--- src/hw/rtl/assert_macros.svh ---
// Assertion helpers, included by the top-level checker.
`ifndef ASSERT_MACROS_SVH
`define ASSERT_MACROS_SVH

// Check a property on every rising edge, suspended while reset is asserted.
`define GTC_ASSERT(lbl, clk, rst_n, prop, msg) \
  lbl: assert property (@(posedge clk) disable iff (!rst_n) prop) else $error(msg);

// Check a property on every rising edge, reset included.
`define GTC_ASSERT_ALWAYS(lbl, clk, prop, msg) \
  lbl: assert property (@(posedge clk) prop) else $error(msg);

`endif

--- src/hw/rtl/gtc_pkg.sv ---
`timescale 1ns / 1ps

package gtc_pkg;

  // Field widths of the transaction ports and the number of colours
  localparam int IDX_W       = 6;
  localparam int ROW_W       = 64;
  localparam int CNT_W       = 7;
  localparam int NUM_COLOURS = 3;

  // Colour codes; the last code marks an uncoloured vertex
  typedef logic [1:0] colour_t;
  localparam colour_t COLOUR_0  = 2'd0;
  localparam colour_t COLOUR_1  = 2'd1;
  localparam colour_t COLOUR_2  = 2'd2;
  localparam colour_t NO_COLOUR = 2'd3;

  // Request codes
  localparam logic REQ_LOAD  = 1'b0;
  localparam logic REQ_QUERY = 1'b1;

  // Sequencer states
  typedef enum logic [2:0] {
    S_IDLE,
    S_LD_RD,
    S_LD_WR,
    S_FWD,
    S_NBR,
    S_TRY,
    S_BACK,
    S_OUT
  } state_e;

  // Ignored edge of a query
  typedef struct packed {
    logic             valid;
    logic [IDX_W-1:0] u;
    logic [IDX_W-1:0] v;
  } skip_t;

endpackage

--- src/hw/rtl/gtc_colour_check.sv ---
`timescale 1ns / 1ps

module gtc_colour_check #(
  parameter int WIDTH = 64
) (
  input  logic [WIDTH-1:0]                          nbr_i,
  input  logic [gtc_pkg::NUM_COLOURS-1:0][WIDTH-1:0] cmask_i,
  input  gtc_pkg::colour_t                          colour_i,
  output logic                                      conflict_o
);

  logic [WIDTH-1:0] sel;

  // Select the class of the colour under trial
  always_comb begin
    case (colour_i)
      gtc_pkg::COLOUR_0: sel = cmask_i[0];
      gtc_pkg::COLOUR_1: sel = cmask_i[1];
      gtc_pkg::COLOUR_2: sel = cmask_i[2];
      default:           sel = '0;
    endcase
  end

  // Flag any neighbour already holding that colour
  assign conflict_o = |(nbr_i & sel);

endmodule

--- config.mk ---
export PLATFORM = sky130hd
export DESIGN_NAME = gtc_colour_check
export DESIGN_NICKNAME = d
export VERILOG_FILES = /design/src/hw/rtl/assert_macros.svh /design/src/hw/rtl/gtc_pkg.sv /design/src/hw/rtl/gtc_colour_check.sv
export SDC_FILE = /design/constraint.sdc
export NUM_CORES = 1
export LEC_CHECK = 0
export BUFFER_PORTS_ARGS = -buffer_cell sky130_fd_sc_hd__buf_2
export CELL_PAD_IN_SITES_DETAIL_PLACEMENT = 2
export CELL_PAD_IN_SITES_GLOBAL_PLACEMENT = 2
export CORE_ASPECT_RATIO = 0.6
export CORE_MARGIN = 10
export CORE_UTILIZATION = 12
export DETAILED_ROUTE_END_ITERATION = 6
export PLACE_DENSITY = 0.85
export SLEW_MARGIN = 20
export SYNTH_ARGS = -nofsm -noshare
export SYNTH_HDL_FRONTEND = slang
export SYNTH_SLANG_ARGS = --single-unit
--- constraint.sdc ---
create_clock -name vclk -period 1.6
set_clock_uncertainty 0.2 [all_clocks]
set_input_delay 0.24 -clock vclk [all_inputs]
set_output_delay 0.24 -clock vclk [all_outputs]
set_load 0.01 [all_outputs]
==> summary.txt <==
status: complete, but fails checks
failing checks: negative setup slack
clock buf count: 0
max_slew headroom: 0.773
hold buffers post-CTS: 0
final setup violation count: 1
PD cells: 252 nW/µm²
Final Cycle Share: 1.55
Final Hold Fails: 0
CP endpoint kind: output port
final antenna-violating net count: 0
total power: 966 µW
Pins Over Slew Limit: 0
seq_cells: 0
sequential area share after synthesis: 0
DIE AREA: 21,700 µm²
WHS: 0.759 ns
via count: 3,260
Sw Share: 0.430
CP startpoint kind: primary input
Syn. warnings: 0
num ports: 259
Max rail drop VDD: 66.9 µV
residual DRC count: 0
grt total ovfl: 0
CP Launch Point: colour_i[1]
Initial DRT Pass Iterations: 4
RSZ-0062 raised after global routing: yes
initial antenna violation count: 1
CP Class: primary input to output port
gr usage total: 0.131
Switching Power: 416 µW
die width: 183 µm
Worst EP required: 1.16 ns
CP Max Fanout: 7
setup ws final: -0.880 ns
via/cell ratio: 4.37
Final Non-Filler Cells: 746
vias in the first global route: 3,735
Yosys top cell by area: mux2i_1
Avg Inst Size Synth: 7.32 µm²
Sequential Power Share: 0
FMAX: 403 MHz
min-delay src: nbr_i[39]
post-DP HPWL: 13,700 µm
Max-Cap Viols: 0
largest net degree at the start of global routing: 51
Final Critical Period: 2.48 ns
Chip Height: 118 µm
IO Port Bufs: 259
Total Nets Final: 801
RD Place Congestion: 0.792
Finished Core Util: 0.247
area growth from synthesis to layout: 99.3%
Commonest cells post-synth: 64 x mux2i_1, 64 x nand3b_1, 39 x o21ai_1
core box area: 15,500 µm²
Worst Tran Pin Value: 0.341 ns
synthesized instance count: 263
Pleak: 1.96 nW
Avg WL per Cell: 21.0 µm
P_int: 551 µW
DRT Wirelength: 15,700 µm
Clock power frac: 0
combinational share of power: 1.000
Synth area leaders: mux2i_1 33%, nand3b_1 25%, a22oi_1 12%
first-pass GRT wire length: 22,500 µm
# rows: 35
post-synthesis cell area: 1920 µm²
Starting Density: 0.124
area share of the largest cell type after synthesis: 0.333
register area: 0 µm²
data arrival time of the worst path: 2.04 ns
layout cells sized above 1: 0.573
1st-iter DRT viols: 109
placed insts: 735
syn_nets: 521
Netlist cell types: 13
worst min path class: primary input to output port
-- path summary, 6_finish.rpt --
check	endpoint	slack, ns	depth (start not counted)
hold / removal	conflict_o	0.76	6
setup / recovery	conflict_o	-0.88	11
-- power groups by stage --
stage          combinational (mW)    clock, mW  sequential, mW
2_1_floorplan               0.406            0               0
3_3_place_gp                0.891            0               0
3_5_place_dp                0.914            0               0
4_1_cts                     0.986            0               0
5_1_grt                      1.06            0               0
6_report                    0.966  0.000000145               0
-- cell usage in the layout, fill, tap and decap left out --
cell / n
buf_8: 1
buf_16: 1
o21ai_1: 42
nand2_1: 1
o21ai_0: 22
nand3b_1: 64
nand4_1: 8
a22oi_2: 3
buf_12: 6
mux2i_1: 64
buf_2: 257
nor4_1: 1
diode_2: 2
buf_4: 39
nor4_2: 1
a22oi_1: 29
bufbuf_16: 2
-- per-layer routing --
layer,global-route usage,vias up,wire (µm)
li1,-,1600,-
met1,0.158,1505,6610
met2,0.235,151,7490
met3,0.0404,4,1510
met4,0.00255,0,48
met5,0,-,0
-- through the flow --
stage	TNS [ns]	worst slack [ns]	cell area (µm²)
2_1_floorplan	-0.221	-0.221	1980
3_3_place_gp	-1.17	-1.17	3640
3_5_place_dp	-1.18	-1.18	3640
4_1_cts	-0.969	-0.969	3830
5_1_grt	-1.04	-1.04	3830
6_report	-0.880	-0.880	3830
-- logic make-up (layout without fill, tap and decap cells) --
group,count (synthesis),count (layout),synth area share
compound gates,96,96,0.291
buf+inv,28,306,0.0917
mux,64,64,0.333
other cells,0,2,0
simple gates,75,75,0.284
-- worst max-delay path: stages --
cell     delay [ns]
buf_12         0.12
buf_16         0.14
buf_8          0.13
buf_4          0.14
mux2i_1        0.17
o21ai_1        0.08
a22oi_1        0.20
nand4_1        0.16
nor4_2         0.37
nand2_1        0.12
buf_2          0.16
-- repair_timing --
action                     in CTS  in global routing
resized for setup              10                  0
setup endpoints to repair       1                  1
pin swaps                       7                  1
gates cloned                    2                  0
setup buffers                   7                  0
-- cell type report --
type / count / area, µm²
Multi-Input combinational cell: 235 / 1770
Antenna cell: 2 / 5.00
Fill cell: 1900 / 11700
Tap cell: 203 / 254
Timing Repair Buffer: 306 / 1810
(Power assumes the default switching activity.)
