**src/hw/rtl/assert_macros.svh**
```systemverilog
// Assertion helpers, included by the top-level checker.
`ifndef ASSERT_MACROS_SVH
`define ASSERT_MACROS_SVH

// Check a property on every rising edge, suspended while reset is asserted.
`define GTC_ASSERT(lbl, clk, rst_n, prop, msg) \
  lbl: assert property (@(posedge clk) disable iff (!rst_n) prop) else $error(msg);

// Check a property on every rising edge, reset included.
`define GTC_ASSERT_ALWAYS(lbl, clk, prop, msg) \
  lbl: assert property (@(posedge clk) prop) else $error(msg);

`endif

```
**src/hw/rtl/gtc_pkg.sv**
```systemverilog
`timescale 1ns / 1ps

package gtc_pkg;

  // Field widths of the transaction ports and the number of colours
  localparam int IDX_W       = 6;
  localparam int ROW_W       = 64;
  localparam int CNT_W       = 7;
  localparam int NUM_COLOURS = 3;

  // Colour codes; the last code marks an uncoloured vertex
  typedef logic [1:0] colour_t;
  localparam colour_t COLOUR_0  = 2'd0;
  localparam colour_t COLOUR_1  = 2'd1;
  localparam colour_t COLOUR_2  = 2'd2;
  localparam colour_t NO_COLOUR = 2'd3;

  // Request codes
  localparam logic REQ_LOAD  = 1'b0;
  localparam logic REQ_QUERY = 1'b1;

  // Sequencer states
  typedef enum logic [2:0] {
    S_IDLE,
    S_LD_RD,
    S_LD_WR,
    S_FWD,
    S_NBR,
    S_TRY,
    S_BACK,
    S_OUT
  } state_e;

  // Ignored edge of a query
  typedef struct packed {
    logic             valid;
    logic [IDX_W-1:0] u;
    logic [IDX_W-1:0] v;
  } skip_t;

endpackage

```
**src/hw/rtl/gtc_nbr_mask.sv**
```systemverilog
`timescale 1ns / 1ps

module gtc_nbr_mask #(
  parameter int WIDTH = 64
) (
  input  logic [WIDTH-1:0]         row_a_i,
  input  logic [WIDTH-1:0]         row_t_i,
  input  logic [WIDTH-1:0]         active_i,
  input  logic [$clog2(WIDTH)-1:0] vertex_i,
  input  gtc_pkg::skip_t           skip_i,
  output logic [WIDTH-1:0]         nbr_o
);

  localparam int VW = $clog2(WIDTH);
  localparam int IW = gtc_pkg::IDX_W;

  logic [IW-1:0] vid;

  assign vid = IW'(vertex_i);

  // Merge row and column, keep active vertices, drop self loop and ignored edge
  always_comb begin
    for (int k = 0; k < WIDTH; k++) begin
      nbr_o[k] = (row_a_i[k] | row_t_i[k]) & active_i[k] & (VW'(k) != vertex_i)
               & ~(skip_i.valid & (((vid == skip_i.u) && (IW'(k) == skip_i.v)) ||
                                   ((vid == skip_i.v) && (IW'(k) == skip_i.u))));
    end
  end

endmodule

```
**config.mk**
```make
export PLATFORM = sky130hd
export DESIGN_NAME = gtc_nbr_mask
export DESIGN_NICKNAME = d
export VERILOG_FILES = /design/src/hw/rtl/assert_macros.svh /design/src/hw/rtl/gtc_pkg.sv /design/src/hw/rtl/gtc_nbr_mask.sv
export SDC_FILE = /design/constraint.sdc
export NUM_CORES = 1
export LEC_CHECK = 0
export BUFFER_PORTS_ARGS = -buffer_cell sky130_fd_sc_hd__buf_2
export CAP_MARGIN = 40
export CORE_AREA = 2 2 106 108
export DETAILED_ROUTE_END_ITERATION = 10
export DIE_AREA = 0 0 108 110
export GPL_ROUTABILITY_DRIVEN = 1
export SETUP_SLACK_MARGIN = 0.4
export SLEW_MARGIN = 20
export SYNTH_ARGS = -nofsm -noshare
export SYNTH_HDL_FRONTEND = slang
export SYNTH_SLANG_ARGS = --single-unit
```
**constraint.sdc**
```tcl
create_clock -name vclk -period 2.18
set_input_delay 0.218 -clock vclk [all_inputs]
set_output_delay 0.218 -clock vclk [all_outputs]
set_load 0.01 [all_outputs]
```
==> metrics.md <==
| Metric | Value |
|---|---|
| DRC | 0 |
| Die Span X | 108 um |
| Die H | 110 um |
| Seq cells | 0 |
| Final instance area | 4642 um^2 |
| Share of layout cells above drive strength 1 | 62.48% |
| Slew Viols, Final | 0 |
| Reg power frac | 0% |
| Yosys warns | 0 |
| Post-Syn Instances | 336 |
| Syn_nets | 547 |
| WP data arrival | 1.80 ns |
| Worst-path fanout max | 6 |
| CP Buf/Inv Count | 2 |
| Antenna viol nets, final | 0 |
| Post-DP HPWL | 13250 um |
| Slew HR | 63.18% |
| WL/cell | 21.62 um |
| CORE AREA | 10700 um^2 |
| Number of global-route vias before repair | 4149 |
| Clock buffers | 0 |
| Combinational Power Share | 100.0% |
| Critical path, cell by cell | buf_8, xor2_2, or2_4, or4_4, o22ai_4, a21oi_2, buf_2 |
| GRT Util Overall | 25.20% |
| Final setup vio count | 0 |
| Vias per cell | 5.646 |
| Total Nets Final | 834 |
| Register area | 0 um^2 |
| Psw | 412.4 uW |
| Filler cells | 1076 |
| Yosys cell types | 28 |
| Overall power | 815.6 uW |
| Clock power frac | 0% |
| Initial antenna violation count | 1 |
| Delay-heaviest family, CP | simple AND/OR/NAND/NOR gates |
| Leakage | 2.059 nW |
| Int Pwr | 403.2 uW |
| Die area | 11880 um^2 |
| Switch share | 50.56% |
| Area Growth Syn to Fin | 108.4% |
| Hold slack final | 0.7576 ns |
| Post-place instance area | 3904 um^2 |
| # IOs | 275 |
| Number of iterations in the first detailed-routing pass | 7 |
| # hold bufs at CTS | 0 |
| CP max stage delay | 0.56 ns |
| Fin crit share | 92.48% |
| Hold Vio Cnt, Final | 0 |
| Avg Inst Size Synth | 6.628 um^2 |
| Status | complete, no violations |
| Final GP Congestion | 1.022 |
| Area share of the largest cell type after synthesis | 25.17% |
| Gr ovfl total | 0 |
| Slowest cell on the critical path | or4_4 |
| Buffers on Ports | 275 |
| Least-Margin Pin Slew | 0.5481 ns |
| Vias | 4302 |
| Top cells by area, synth | o221ai_1 (25%), a22o_1 (17%), a21oi_1 (14%) |
| Peak VDD IR | 0.00008094 V |
| Kind of critical path | input port to primary output |
| Area leader, netlist | o221ai_1 |
| Max Cap Viol | 0 |
| CP Capture Type | primary output |
| Startpoint types | input port |
| Mapped cell area | 2227 um^2 |
| WP data required | 1.96 ns |
| Crit path time final | 2.016 ns |
| Largest net degree at the start of global routing | 65 |
| Fmax | 496.0 MHz |
| Initial Util | 20.82% |
| Commonest cells in the netlist | a21oi_1 (64), o221ai_1 (64), a22o_1 (44) |
| Fin Setup TNS | 0 ns |
| Seq/Total Area, Yosys | 0% |
| Hold crit path type | input port to primary output |
| PD cells | 175.7 nW/um^2 |
| First-pass GRT wire length | 22970 um |
| Routed WL | 16480 um |
| Detailed Route Iter0 Violations | 465 |
| RSZ-0062 raised after global routing | yes |
| Row count | 38 |
layout make-up:
type / instances / area (um^2) / share of cell area, %
well taps: 140 / 175.2 / 3.774
repair buffers: 320 / 1934 / 41.67
multi-input cells: 300 / 2526 / 54.42
inverters: 1 / 3.754 / 0.08086
diodes: 1 / 2.502 / 0.05391
path summary, 6_finish.rpt:
| path | from | end | slack (ns) | depth (start not counted) |
|---|---|---|---|---|
| max | skip_i[9] | nbr_o[11] | 0.16 | 7 |
| min | active_i[3] | nbr_o[3] | 0.76 | 4 |
power groups by stage:
stage,logic (mW),registers (mW),clock network [mW]
final,0.816,0,0.0000000615
after global routing,0.872,0,0.0000000614
after CTS,0.766,0,0
after detailed placement,0.662,0,0
after global placement,0.650,0,0
after floorplan,0.297,0,0
per-stage QoR:
stage               std cells  worst slack (ns)  util [%]
CTS                       754            0.2134     41.58
detailed placement        747           0.03109     36.49
global route              762            0.1503     43.39
floorplan                 336            0.4062         -
global placement          747           0.05995     36.49
finish                    762            0.1640     43.39
layout by cell type, fill, tap and decap left out, types with 7 or more instances in the layout:
cell,count
nand2b_1,12
o22ai_2,15
a22o_1,43
xnor2_4,8
buf_2,257
nor2_1,11
or2_2,7
buf_6,22
a21oi_1,61
nor3_1,12
nand2_1,16
buf_4,30
o221ai_1,64
kinds of logic (layout without fill, tap and decap cells):
logic type             after synthesis  in the layout  synth area share (%)
buffers and inverters               36            321                 7.865
XOR/XNOR                            12             12                 5.731
AO/OA/AOI/OAI                      192            192                 62.47
AND/OR/NAND/NOR                     96             96                 23.93
other                                0              1                     0
metal layers:
metal / global-route usage (%) / up-vias / part of all wire [%] / wire [um]
met3: 1.587 / 34 / 7.5 / 1231
met5: 0 / - / 0 / 0
met2: 48.11 / 273 / 51 / 8359
met4: 4.029 / 0 / 2.2 / 362
met1: 31.54 / 2000 / 40 / 6524
li1: - / 1995 / - / -
what timing repair did:
action	in CTS	in global routing
setup buffers	6	7
cloned	1	0
setup endpoints to repair	64	64
pin swaps	70	38
endpoints found under the hold margin	0	0
gates resized for setup	96	27
Power figures use the tool's default switching activity.
