`config.mk`:
```
export PLATFORM = sky130hd
export DESIGN_NAME = gtc_row_ram
export DESIGN_NICKNAME = d
export VERILOG_FILES = /design/src/hw/rtl/assert_macros.svh /design/src/hw/rtl/gtc_row_ram.sv
export SDC_FILE = /design/constraint.sdc
export NUM_CORES = 2
export LEC_CHECK = 0
export ABC_AREA = 1
export BUFFER_PORTS_ARGS = -buffer_cell sky130_fd_sc_hd__buf_4
export CELL_PAD_IN_SITES_DETAIL_PLACEMENT = 2
export CELL_PAD_IN_SITES_GLOBAL_PLACEMENT = 2
export CORE_MARGIN = 4
export CORE_UTILIZATION = 46
export CTS_BUF_LIST = sky130_fd_sc_hd__clkbuf_4 sky130_fd_sc_hd__clkbuf_8
export CTS_CLUSTER_SIZE = 40
export DETAILED_ROUTE_END_ITERATION = 7
export GPL_ROUTABILITY_DRIVEN = 0
export PLACE_DENSITY = 0.92
export SYNTH_ARGS = -nofsm -noshare
export SYNTH_HDL_FRONTEND = slang
export SYNTH_SLANG_ARGS = --single-unit
```
`constraint.sdc`:
```
create_clock -name clk_i -period 1.6 [get_ports clk_i]
set_input_delay 0.16 -clock clk_i [delete_from_list [all_inputs] [get_ports clk_i]]
set_output_delay 0.16 -clock clk_i [all_outputs]
set_load 0.02 [all_outputs]
```
`src/hw/rtl/assert_macros.svh`:
```
// Assertion helpers, included by the top-level checker.
`ifndef ASSERT_MACROS_SVH
`define ASSERT_MACROS_SVH

// Check a property on every rising edge, suspended while reset is asserted.
`define GTC_ASSERT(lbl, clk, rst_n, prop, msg) \
  lbl: assert property (@(posedge clk) disable iff (!rst_n) prop) else $error(msg);

// Check a property on every rising edge, reset included.
`define GTC_ASSERT_ALWAYS(lbl, clk, prop, msg) \
  lbl: assert property (@(posedge clk) prop) else $error(msg);

`endif

```
`src/hw/rtl/gtc_row_ram.sv`:
```
`timescale 1ns / 1ps

module gtc_row_ram #(
  parameter int DEPTH = 64,
  parameter int WIDTH = 64
) (
  input  logic                     clk_i,
  input  logic                     rst_ni,
  input  logic                     we_i,
  input  logic [$clog2(DEPTH)-1:0] waddr_i,
  input  logic [WIDTH-1:0]         wdata_i,
  input  logic [$clog2(DEPTH)-1:0] raddr_i,
  output logic [WIDTH-1:0]         rdata_o
);

  logic [WIDTH-1:0] mem_q [DEPTH];
  logic [DEPTH-1:0] vld_q;
  logic [WIDTH-1:0] rdata_q;

  // Write one row
  always_ff @(posedge clk_i) begin
    if (we_i) begin
      mem_q[waddr_i] <= wdata_i;
    end
  end

  // Mark rows written since reset; unwritten rows read as zero
  always_ff @(posedge clk_i or negedge rst_ni) begin
    if (!rst_ni) begin
      vld_q <= '0;
    end else if (we_i) begin
      vld_q[waddr_i] <= 1'b1;
    end
  end

  // Register the read data
  always_ff @(posedge clk_i) begin
    rdata_q <= vld_q[raddr_i] ? mem_q[raddr_i] : '0;
  end

  assign rdata_o = rdata_q;

endmodule

```
==> flow_metrics.env, run 1 <==
export IMPL_status="stopped before the end"
export IMPL_lastStage="4_1_cts"
export IMPL_stop_error="[ERROR DPL-0033] detailed placement checks failed during check placement."
export IMPL_pin_count=143
export IMPL_synth_top_family_by_area="simple AND/OR/NAND/NOR gates"
export IMPL_synthAdderAreaFrac_pct=0
export IMPL_yosysWarnings=0
export IMPL_ys_ff_latch=4224
export IMPL_synth_compound_area_share_pct=0.00893
export IMPL_die_h_um=612
export IMPL_syn_area_um2=168000
export IMPL_dp_hpwl_mm=590
export IMPL_start_util_pct=46.3
export IMPL_place_port_buffers=142
export IMPL_numCtsBuffers=702
export IMPL_clockRootBuffer="clkbuf_8"
export IMPL_ctsResizeCount=463
export IMPL_synthCells=13800
export IMPL_clockBufferDepth=4
export IMPL_muxShareOfSynthArea_pct=0
export IMPL_ys_seq_area_share_pct=74.9
export IMPL_synth_xor_area_share_pct=0
export IMPL_post_cts_buffers=23
export IMPL_synthSimpleGateAreaFrac_pct=22.2
export IMPL_htreeDepth=6
export IMPL_clock_sinks=4224
export IMPL_syn_num_nets=13900
export IMPL_avgSynthCellArea_um2=12.2
export IMPL_synth_cell_types=22
export IMPL_fp_dieW_um=612
export IMPL_rows=221
export IMPL_dpl_cell_count=19300
export IMPL_cts_hold_buf=167
metrics by stage:
stage	hold WS [ns]	setup WS (ns)	utilization, %	setup TNS, ns	cell area (µm²)
3_5_place_dp	0.196	-1.09	52.5	-1462.01	191000
3_3_place_gp	0.186	-0.747	52.5	-915.11	191000
2_1_floorplan	-0.136	-2.07	-	-6830.98	168000
Yosys cell counts:
cell | n | share of area [%]
inv_1 | 14 | 0.031
buf_1 | 116 | 0.26
or2_2 | 63 | 0.23
nand4_1 | 2 | 0.0074
nand2_4 | 1 | 0.0067
clkbuf_1 | 172 | 0.38
nor3_1 | 7 | 0.021
nand2_1 | 4553 | 10
nor2_1 | 57 | 0.13
buf_2 | 526 | 1.6
dfxtp_1 | 64 | 0.76
dfrtp_1 | 64 | 0.95
nor4_1 | 7 | 0.026
inv_6 | 1 | 0.0052
nand3_1 | 3906 | 12
clkinv_1 | 1 | 0.0022
o21ai_0 | 2 | 0.0060
a21oi_1 | 1 | 0.0030
edfxtp_1 | 4096 | 73
inv_2 | 62 | 0.14
buf_4 | 92 | 0.41
buf_6 | 10 | 0.067
cell families after synthesis:
| family | Yosys count |
|---|---|
| buf+inv | 994 |
| flops | 4224 |
| compound gates | 3 |
| simple gates | 8596 |
==> run 2, diff against run 1 <==
==> config.mk (replaced) <==
export PLATFORM = sky130hd
export DESIGN_NAME = gtc_row_ram
export DESIGN_NICKNAME = d
export VERILOG_FILES = /design/src/hw/rtl/assert_macros.svh /design/src/hw/rtl/gtc_row_ram.sv
export SDC_FILE = /design/constraint.sdc
export NUM_CORES = 2
export LEC_CHECK = 0
export ABC_AREA = 1
export BUFFER_PORTS_ARGS = -buffer_cell sky130_fd_sc_hd__buf_4
export CORE_MARGIN = 4
export CORE_UTILIZATION = 40
export DETAILED_ROUTE_END_ITERATION = 7
export GPL_ROUTABILITY_DRIVEN = 0
export PLACE_DENSITY_LB_ADDON = 0.15
export SYNTH_ARGS = -nofsm -noshare
export SYNTH_HDL_FRONTEND = slang
export SYNTH_SLANG_ARGS = --single-unit
==> flow_metrics.env, run 2 <==
export IMPL_pin_count=143
export IMPL_drive_gt1_share_pct=16.4
export IMPL_synth_cell_types=22
export IMPL_finalHoldViolations=0
export IMPL_detail_route_wl_per_cell_um=27.6
export IMPL_clockBufferDepth=4
export IMPL_start_util_pct=40.3
export IMPL_layout_common_cells="nand2_1, edfxtp_1, nand3_1, buf_4, buf_12"
export IMPL_pwr_density_cell_nw_per_um2=1170
export IMPL_max_vdd_ir_drop_mv=0.948
export IMPL_rows=237
export IMPL_path_class="reg2out"
export IMPL_hold_end="mem_q[53][1]$_DFFE_PP_"
export IMPL_ys_top_cells_by_area="edfxtp_1, nand3_1, nand2_1"
export IMPL_grt_pass1_vias=109000
export IMPL_power_leakage_nw=75.6
export IMPL_worstPathCellList="buf_6"
export IMPL_wl_mm=576
export IMPL_min_delay_start="waddr_i[1]"
export IMPL_synth_async_reset_ratio_pct=1.52
export IMPL_vias=115000
export IMPL_avgSynthCellArea_um2=12.2
export IMPL_placed_area_um2=192000
export IMPL_worstHoldPathCells=5
export IMPL_synth_most_common_cell="nand2_1"
export IMPL_finClkSkew_ns=0.0729
export IMPL_worst_pin_slew_ns=0.712
export IMPL_numCtsBuffers=441
export IMPL_critPathTopFamily="flip-flops"
export IMPL_synth_common_cells="nand2_1, edfxtp_1, nand3_1, buf_2, clkbuf_1"
export IMPL_utilization_pct=49.8
export IMPL_critPathMaxStageDelay_ns=0.47
export IMPL_hold_path_class="in2reg"
export IMPL_synth_edf_count=4096
export IMPL_cts_tree="built"
export IMPL_clkLatencyLatePin_ns=1.01
export IMPL_fmax_mhz=552
export IMPL_r2r_start="vld_q[14]$_DFFE_PN0P_"
export IMPL_worst_slack_ns=-0.212
export IMPL_status="finished, violations left"
export IMPL_path_clk_slew_ns=0.06
export IMPL_start_kind="register"
export IMPL_fp_dieW_um=656
export IMPL_core_um2=418000
export IMPL_ant_nets=0
export IMPL_crit_arrival_ns=1.65
export IMPL_fin_area_um2=208000
export IMPL_reg2reg_setup_slack_ns=-0.20
export IMPL_finalMaxSlewViolations=0
export IMPL_dr_pass1_iters=5
export IMPL_yosysTopAreaCell="edfxtp_1"
export IMPL_drt_initial_drc_count=13200
export IMPL_fin_nets=15000
export IMPL_syn_num_nets=13900
export IMPL_grt_max_degree=112
export IMPL_grt_pass1_wl_mm=819
export IMPL_ys_ff_latch=4224
export IMPL_ys_seq_area_share_pct=74.9
export IMPL_timing_rr_end="rdata_o[28]$_SDFF_PN0_"
export IMPL_holdWs_ns=0.0624
export IMPL_cap_violations=0
export IMPL_worst_path_max_fanout=2
export IMPL_setup_tns_ns=-9.75
export IMPL_top_register="mem_q"
export IMPL_gr_total_overflow=0
export IMPL_place_ws_ns=-0.843
export IMPL_place_port_buffers=142
export IMPL_die_h_um=656
export IMPL_r2r_cells=12
export IMPL_dp_hpwl_mm=366
export IMPL_endpoint_kind="output pin"
export IMPL_layout_commonest_cell="nand2_1"
export IMPL_timing_final_crit_share_pct=113
export IMPL_drcViolationCount=0
export IMPL_grt_use_total_pct=26.1
export IMPL_clock_sinks=4224
export IMPL_synthCells=13800
export IMPL_worstPathRequired_ns=1.44
export IMPL_yosysWarnings=0
export IMPL_syn_area_um2=168000
export IMPL_syn2layout_area_growth_pct=23.7
export IMPL_dieArea_um2=431000
export IMPL_violations="setup timing"
export IMPL_largest_reg_flops=4096
export IMPL_total_power_mw=243
export IMPL_synth_top_area_share_pct=73.2
export IMPL_via_per_inst=5.51
export IMPL_fin_cells=20800
export IMPL_max_slew_margin_rel_pct=52.5
export IMPL_period_needed_ns=1.81
export IMPL_grt_setup_unrepaired="true"
export IMPL_clockRootBuffer="clkbuf_16"
export IMPL_crit_path_top_delay_cell="dfxtp_4"
export IMPL_critPathBufInv=1
export IMPL_finalSetupViolations=100
export IMPL_dpl_cell_count=19900
export IMPL_yosys_most_used_dff="edfxtp_1"
export IMPL_antenna_found_initial=23
export IMPL_htreeDepth=5
[run 2: cell counts after synthesis]
No cell type changed its count.
[run 2: logic make-up after synthesis]
| family | share of synthesized area [%] |
|---|---|
| and+or+nand+nor | 22.2 |
| buffers and inverters | 2.86 |
| AOI/OAI and AO/OA | 0.00893 |
| DFF | 74.9 |
[run 2: how the worst max path moves through the flow]
stage                      startpoint                     end  depth (start not counted)
3_3_place_gp               raddr_i[0]  rdata_o[29]$_SDFF_PN0_                         15
5_1_grt         vld_q[29]$_DFFE_PN0P_  rdata_o[28]$_SDFF_PN0_                         12
3_5_place_dp               raddr_i[0]  rdata_o[30]$_SDFF_PN0_                         16
4_1_cts        rdata_o[63]$_SDFF_PN0_             rdata_o[63]                          1
2_1_floorplan                    we_i  mem_q[48][0]$_DFFE_PP_                          3
6_report       rdata_o[27]$_SDFF_PN0_             rdata_o[27]                          1
[run 2: area by class of cell]
cell class / count / area (µm²)
fillers: 36200 / 210000
multi-input cells: 8599 / 38500
clock inverters: 246 / 2320
diodes: 8 / 20.0
inverters: 78 / 357
flip-flops and latches: 4224 / 126000
clock buffers: 572 / 11900
well taps: 5497 / 6880
repair buffers: 1619 / 21800
[run 2: power by group]
part,internal [mW],switching (mW)
sequential,122,0.643
clock,57.9,43.9
combinational,6.23,11.8
[run 2: timing repair]
item                                   4_1_cts  5_1_grt
buffers inserted                             7        6
gates resized for setup                    294       72
hold buffers                                77        0
pin swaps                                    4       16
setup endpoints to repair                  107      170
cloned                                       3        1
endpoints found under the hold margin     4427        0
[run 2: routing by layer]
layer / wire length [µm] / part of all wire, % / GRT usage, %
met5: 39 / 0.0068 / 0
met4: 20500 / 3.6 / 8.45
met3: 39900 / 6.9 / 3.66
met2: 270000 / 47 / 41.7
met1: 245000 / 43 / 36.8
Power figures use the tool's default switching activity.
